### src/rtl/bdrr_pkg.sv
// shared types and constants for the burst dispatcher
// no dependencies
`default_nettype none

package bdrr_pkg;

  localparam int ID_W       = 16;
  localparam int LEN_W      = 16;
  localparam int WORD_W     = ID_W + LEN_W;
  localparam int PROC_W     = 3;
  localparam int STATUS_W   = 3;
  localparam int QIDX_W     = 3;
  localparam int LOAD_OUT_W = 22;
  localparam int CFG_IDX_W  = 1;
  localparam int CFG_DATA_W = 4;

  localparam logic [STATUS_W-1:0] ST_QUEUED  = 3'd0;
  localparam logic [STATUS_W-1:0] ST_TAKEN   = 3'd1;
  localparam logic [STATUS_W-1:0] ST_EMPTY   = 3'd2;
  localparam logic [STATUS_W-1:0] ST_FULL    = 3'd3;
  localparam logic [STATUS_W-1:0] ST_BADPROC = 3'd4;

  localparam logic REQ_SUBMIT = 1'b0;
  localparam logic REQ_TAKE   = 1'b1;

  localparam logic METHOD_RR = 1'b0;
  localparam logic METHOD_LL = 1'b1;

  localparam logic [CFG_IDX_W-1:0]  CFG_METHOD   = 1'b0;
  localparam logic [CFG_IDX_W-1:0]  CFG_ACTIVE   = 1'b1;
  localparam logic [CFG_DATA_W-1:0] ACTIVE_RESET = 4'd8;

  // controller to datapath
  typedef struct packed {
    logic load_item;
    logic pick_rr;
    logic pick_proc;
    logic set_bad;
    logic scan_init;
    logic scan_step;
    logic commit;
    logic finish_pop;
  } cmd_t;

  // datapath to controller
  typedef struct packed {
    logic is_take;
    logic least_loaded;
    logic bad_proc;
    logic scan_done;
    logic q_empty;
  } stat_t;

endpackage

`default_nettype wire

### src/rtl/bdrr_ctrl.sv
// sequencing state machine for the burst dispatcher
// depends on bdrr_pkg
`default_nettype none

module bdrr_ctrl (
  input  wire logic            clk,
  input  wire logic            rst,
  input  wire logic            req_valid,
  output logic                 req_ready,
  output logic                 rsp_valid,
  input  wire logic            rsp_ready,
  input  wire bdrr_pkg::stat_t stat,
  output bdrr_pkg::cmd_t       cmd
);

  localparam logic [2:0] S_IDLE   = 3'd0;
  localparam logic [2:0] S_DECIDE = 3'd1;
  localparam logic [2:0] S_SCAN   = 3'd2;
  localparam logic [2:0] S_CHECK  = 3'd3;
  localparam logic [2:0] S_POP    = 3'd4;
  localparam logic [2:0] S_RESP   = 3'd5;

  logic [2:0] state;
  logic [2:0] state_next;

  always_ff @(posedge clk) begin
    if (rst) begin
      state <= S_IDLE;
    end else begin
      state <= state_next;
    end
  end

  always_comb begin
    state_next = state;
    cmd        = '0;
    req_ready  = 1'b0;
    rsp_valid  = 1'b0;
    unique case (state)
      S_IDLE: begin
        req_ready = 1'b1;
        if (req_valid) begin
          cmd.load_item = 1'b1;
          state_next    = S_DECIDE;
        end
      end
      S_DECIDE: begin
        if (stat.is_take) begin
          if (stat.bad_proc) begin
            cmd.set_bad = 1'b1;
            state_next  = S_RESP;
          end else begin
            cmd.pick_proc = 1'b1;
            state_next    = S_CHECK;
          end
        end else if (stat.least_loaded) begin
          cmd.scan_init = 1'b1;
          state_next    = S_SCAN;
        end else begin
          cmd.pick_rr = 1'b1;
          state_next  = S_CHECK;
        end
      end
      S_SCAN: begin
        if (stat.scan_done) begin
          state_next = S_CHECK;
        end else begin
          cmd.scan_step = 1'b1;
        end
      end
      S_CHECK: begin
        cmd.commit = 1'b1;
        // a take from a non-empty queue goes through the pop state for the ram read
        if (stat.is_take && !stat.q_empty) begin
          state_next = S_POP;
        end else begin
          state_next = S_RESP;
        end
      end
      S_POP: begin
        cmd.finish_pop = 1'b1;
        state_next     = S_RESP;
      end
      S_RESP: begin
        rsp_valid = 1'b1;
        if (rsp_ready) begin
          state_next = S_IDLE;
        end
      end
      default: begin
        state_next = S_IDLE;
      end
    endcase
  end

endmodule

`default_nettype wire

### config.mk
export PLATFORM = sky130hd
export DESIGN_NAME = bdrr_ctrl
export DESIGN_NICKNAME = d
export VERILOG_FILES = /design/src/rtl/bdrr_pkg.sv /design/src/rtl/bdrr_ctrl.sv
export SDC_FILE = /design/constraint.sdc
export NUM_CORES = 1
export LEC_CHECK = 0
export BUFFER_PORTS_ARGS = -buffer_cell sky130_fd_sc_hd__buf_2
export CORE_AREA = 2 2 39 41
export CTS_BUF_LIST = sky130_fd_sc_hd__clkbuf_2 sky130_fd_sc_hd__clkbuf_4 sky130_fd_sc_hd__clkbuf_8
export DETAILED_ROUTE_END_ITERATION = 6
export DIE_AREA = 0 0 41 43
export MAX_ROUTING_LAYER = met4
export PLACE_DENSITY = 0.48
export SLEW_MARGIN = 20
export SYNTH_ARGS = -nofsm -noshare
export SYNTH_HDL_FRONTEND = slang
export SYNTH_SLANG_ARGS = --single-unit
### constraint.sdc
create_clock -name clk -period 2.2 [get_ports clk]
set_input_delay 0 -clock clk [delete_from_list [all_inputs] [get_ports clk]]
set_output_delay 0 -clock clk [all_outputs]
set_load 0.02 [all_outputs]
==> results of run 1 <==
[synth_stat cells]
master,n
mux2i_1,1
o22a_1,1
a211oi_2,1
nor4bb_1,1
and3_1,1
o22ai_2,1
a21oi_1,2
and2_1,1
o21a_1,1
or3_1,2
or2_4,1
dfxtp_1,3
inv_1,2
nor3_1,2
a2111o_1,1
nand2_1,2
nor2_1,5
nor3b_1,2
and4b_1,1
buf_2,1
buf_6,1
clkbuf_1,1
nor4b_1,1
[cell families after synthesis]
family	after synthesis	share of synthesized area, %
AOI/OAI and AO/OA	7	22.8
buffers and inverters	5	10.0
DFF	3	21.9
muxes	1	3.65
and+or+nand+nor	19	41.6
[critical path, cell delays in order, from the launching register on]
cell	delay, ns
dfxtp_1	0.46
inv_1	0.08
or3_1	0.43
nor3b_1	0.20
buf_2	0.19
[final cells by class]
| class | instances | area share [%] |
|---|---|---|
| well taps | 16 | 4.95 |
| flip-flops and latches | 3 | 14.9 |
| clock buffers | 4 | 7.43 |
| repair buffers | 19 | 24.8 |
| inverters | 2 | 1.86 |
| multi-input cells | 27 | 46.1 |
[cell usage in the layout (no fill, tap or decap), types with 2 or more instances in the layout]
cell type / count
nor3b_1: 2
nor3_1: 2
nand2_1: 2
inv_1: 2
buf_2: 18
dfxtp_1: 3
or3_1: 2
a21oi_1: 2
clkbuf_4: 4
nor2_1: 5
[where the power goes]
group	switching, mW	internal, mW	leakage, nW
combinational	0.0676	0.0572	0.155
clock	0.0260	0.0801	0.0184
sequential	0.0188	0.0633	0.0246
[through the flow]
step / hold slack (ns) / utilization, % / power (mW) / setup WS [ns] / area [um^2]
floorplan: 0.0646 / - / 0.179 / 0.770 / 274
global placement: 0.232 / 26.3 / 0.208 / 0.869 / 364
detailed placement: 0.232 / 26.3 / 0.208 / 0.840 / 364
CTS: 0.0960 / 29.2 / 0.321 / 0.586 / 404
global route: 0.122 / 29.2 / 0.343 / 0.489 / 404
finish: 0.0999 / 29.2 / 0.313 / 0.599 / 404
[per-layer routing]
layer / vias to the layer above / share of wire [%]
met1: 140 / 43
met5: - / 0
met2: 10 / 49
met3: 0 / 8.0
met4: 0 / 0
li1: 167 / -
[worst max-delay path by stage]
| stage | depth (start not counted) | end | slack, ns | startpoint |
|---|---|---|---|---|
| 6_report | 4 | cmd[3] | 0.60 | state[0]$_SDFFE_PP0P_ |
| 5_1_grt | 4 | cmd[3] | 0.49 | state[0]$_SDFFE_PP0P_ |
| 4_1_cts | 4 | cmd[3] | 0.59 | state[0]$_SDFFE_PP0P_ |
| 3_5_place_dp | 4 | cmd[3] | 0.84 | state[0]$_SDFFE_PP0P_ |
| 3_3_place_gp | 4 | cmd[3] | 0.87 | state[0]$_SDFFE_PP0P_ |
| 2_1_floorplan | 4 | cmd[3] | 0.77 | state[0]$_SDFFE_PP0P_ |
[what timing repair did]
item                                   CTS  global route
buffers inserted                         0             0
endpoints found under the hold margin    1             0
hold buffers                             1             0
==> results.toml, run 1 <==
[outcome]
status = "finished, final reports clean"

[detailed_routing]
route.detailed.drc = 0
ant_nets = 0
drt_first_pass_iters = 4
via_per_inst = 4.46
vias = 317
post_drt_wl_per_cell_um = 9.54
first_iter_violations = 7
wl_um = 677

[pwr]
cellLeakagePower_nw = 0.198
power.density_nw_per_um2 = 775
ir_drop_mv = 0.223

[place]
gp_congestion = 0.629
port_buffers = 18
hpwl_um = 540
dp.cells = 66

[finish]
multi_input_area_um2 = 186
antenna_cells = 0
fin_cells = 71
largest_register_ff_count = 3
reg.largest.list = "state x3"
area_delta_synth_final_pct = 47.5
largest_register = "state"
drive_above_1_share_pct = 45.5
regArea_um2 = 60.1
nNetsFinal = 65
nFillCells = 167

[grt]
grt_use_met3_pct = 6.28
grt_pass1_vias = 280
grt_max_degree = 12
grt_pass1_wl_um = 1100
grt_busiest_layer = "met2"
grt.met2_usage_pct = 14.7
grt-ovfl-total = 0
antenna_found_initial = 0
grt_util_met1_pct = 8.97
track_usage_pct = 9.87

[sta]
setup_tns_ns = 0
finalHoldViolations = 0
slew_headroom_pct = 79.6
period_needed_ns = 1.60
rsz0062_at_grt = "false"
post-route-period-util_pct = 72.8
timing.fmax_mhz = 625
worst_pin_slew_ns = 0.305
report.final.slew_viol_count = 0
finClkSkew_ns = 0.000671
final-setup-viol-count = 0

[cts]
cts-root-buf = "clkbuf_4"
cts_tree = "yes"
clock-sinks = 3
cts.path.max_buffers = 2
cts_resized = 0
clk_latency_ns = 0.23
numCtsBuffers = 3
htree_levels = 1
clk_pin_slew_worst_paths_ns = 0.03

[floorplan]
core_um2 = 1380
die_width_um = 41
rows = 14
die_h_um = 43
dieArea_um2 = 1760
initial_core_util_pct = 19.8
boundaryPins = 19

[worst_setup_path]
cp.arrival_ns = 1.60
rr_endpoint = "state[0]$_SDFFE_PP0P_"
cp-end-kind = "output pin"
crit_required_ns = 2.20
worstPathMaxFanout = 9
r2r_cells = 3
r2r_start = "state[1]$_SDFFE_PP0P_"
rrSetupSlack_ns = 0.96
critPathLaunchType = "flop"
path_class = "flop to output pin"

[yosys]
synth.area.top_cells = "dfxtp_1 (22%), nor2_1 (6.8%), nor3b_1 (5.5%), a211oi_2 (4.6%), o22ai_2 (4.6%)"
yosysTopAreaCell = "dfxtp_1"
synth_top_cell_area_share_pct = 21.9
synth_seq_cells = 3
ys_seq_area_share_pct = 21.9
synth_area_per_cell_um2 = 7.83
synth_cell_type_count = 23
ys.warnings.count = 0
syn_inst = 35
synth_fp_nets = 44
syn-cell-area_um2 = 274

[run]
max_cap_violations = 0

[worst_hold_path]
hold-path-cell-count = 3
min_from = "rsp_ready"
whs_endpoint = "state[2]$_SDFFE_PP0P_"
hold_path.class = "input port to flop"
(Power assumes the default switching activity.)
==> run 2: changes to the inputs <==
==> constraint.sdc (replaced) <==
create_clock -name clk -period 1.6 [get_ports clk]
set_input_delay 0 -clock clk [delete_from_list [all_inputs] [get_ports clk]]
set_output_delay 0 -clock clk [all_outputs]
set_load 0.02 [all_outputs]
==> run 2 against run 1 <==
Against the previous run:
- die area did not move
- sequential share of layout area increased by 0.26 points
- via count decreased by 0.95%
- flip-flop and latch count is the same
- critical endpoint unchanged
- global-route usage down 1.4 points
- largest power group unchanged
- largest cell class unchanged
- highest routed layer unchanged
- first-iteration DRC count fell by 100%
- worst hold slack worse by 0.0042 ns
==> results.toml, run 2 (synthesized netlist as in run 1, its figures left out) <==
[sta]
final-setup-viol-count = 0
report.final.slew_viol_count = 0
post-route-period-util_pct = 95.0
slew_headroom_pct = 80.6
worst_pin_slew_ns = 0.291
rsz0062_at_grt = "false"
finClkSkew_ns = 0.00115
hold_slack_ns = 0.0957
setup_tns_ns = 0
finalHoldViolations = 0
period_needed_ns = 1.52
timing.fmax_mhz = 658

[floorplan]
initial_core_util_pct = 19.8
die_h_um = 43
die_width_um = 41
dieArea_um2 = 1760
core_um2 = 1380
rows = 14
boundaryPins = 19

[finish]
largest_register = "state"
drive_above_1_share_pct = 47.3
layout_commonest_cell = "buf_2"
mostFrequentLayoutCells = "buf_2 (18), nor2_1 (5), clkbuf_4 (4)"
nNetsFinal = 65
reg.largest.list = "state x3"
area_delta_synth_final_pct = 47.9
fin_cells = 71
largest_register_ff_count = 3
antenna_cells = 0

[worst_setup_path]
crit_required_ns = 1.60
critPathBufInv = 2
worstPathMaxFanout = 9
cp_top_family = "simple AND/OR/NAND/NOR gates"
cpMaxStageDelayCell = "or3_1"
cp-end-kind = "output pin"
critPathLaunchType = "flop"
critPathMaxStageDelay_ns = 0.43
cp.arrival_ns = 1.52
path_class = "flop to output pin"
crit_chain = "inv_1 -> or3_1 -> nor3b_1 -> buf_2"

[pwr]
power.density_nw_per_um2 = 1070
finalPower_uw = 433
ir_drop_mv = 0.213
cellLeakagePower_nw = 0.198

[place]
dp.cells = 66
hpwl_um = 533
gp_congestion = 0.628
port_buffers = 18

[detailed_routing]
ant_nets = 0
drt_first_pass_iters = 1
route.detailed.drc = 0
vias = 314
post_drt_wl_per_cell_um = 9.14
wl_um = 649
via_per_inst = 4.42
first_iter_violations = 0

[grt]
grt_busiest_layer = "met2"
grt_pass1_wl_um = 1010
grt_max_degree = 12
grt.met2_usage_pct = 14.4
grt_pass1_vias = 263
antenna_found_initial = 0
grt_use_met3_pct = 1.57
grt-ovfl-total = 0
grt_util_met1_pct = 8.63
track_usage_pct = 8.42

[cts]
htree_levels = 1
clock-sinks = 3
clk_pin_slew_worst_paths_ns = 0.04
cts.path.max_buffers = 2
clk_latency_ns = 0.23
numCtsBuffers = 3
cts_setup_buffers = 0
cts_tree = "yes"
cts-root-buf = "clkbuf_4"

[outcome]
status = "finished, final reports clean"

[run]
max_cap_violations = 0

[worst_hold_path]
hold_path.class = "input port to flop"
run 2: cell count changes in the layout (fill, tap and decap cells not counted):
| cell | before | now |
|---|---|---|
| dfxtp_1 | 3 | 2 |
| dfxtp_2 | 0 | 1 |
run 2: per-stage QoR:
step	util [%]	setup slack [ns]	cell area (um^2)
after floorplan	-	0.170	274
after global placement	26.3	0.269	364
after detailed placement	26.3	0.231	364
after CTS	29.3	0.0775	405
after global routing	29.3	0.00827	405
final	29.3	0.0799	405
run 2: worst reg2reg max path: cells and delay by family (launching register included):
family          cells  cell delay, ns
compound gates      2            0.51
flops               1            0.38
simple gates        1            0.28
run 2: layer usage:
layer / vias to the layer above / wire length [um]
met5: - / 0
met4: 0 / 0
met3: 0 / 47
met2: 8 / 318
met1: 136 / 283
li1: 170 / -
run 2: final cells by class:
class	instances	area, um^2
clock buffer	4	30.0
fill	159	978
inverter	2	7.51
multi-input combinational	27	186
sequential	3	61.3
tap	16	20.0
timing repair buffer	19	100
run 2: where the power goes:
part           switching [mW]  leakage, nW  internal, mW  total [mW]
sequential             0.0258       0.0249        0.0883       0.114
combinational          0.0927        0.155        0.0787       0.171
clock                  0.0373       0.0184         0.110       0.148
total                   0.156        0.198         0.277       0.433
run 2: path summary, 6_finish.rpt:
kind                          from                    end  slack (ns)  cells past startpoint
max          state[0]$_SDFFE_PP0P_                 cmd[3]        0.08                      4
max reg2reg  state[1]$_SDFFE_PP0P_  state[0]$_SDFFE_PP0P_        0.36                      3
min                      rsp_ready  state[2]$_SDFFE_PP0P_         0.1                      3
min reg2reg  state[2]$_SDFFE_PP0P_  state[1]$_SDFFE_PP0P_        0.62                      1
run 2: repair_timing:
item	CTS	global route
gates resized for setup	1	0
hold buffers	1	0
endpoints found under the setup margin	1	0
endpoints found under the hold margin	1	0
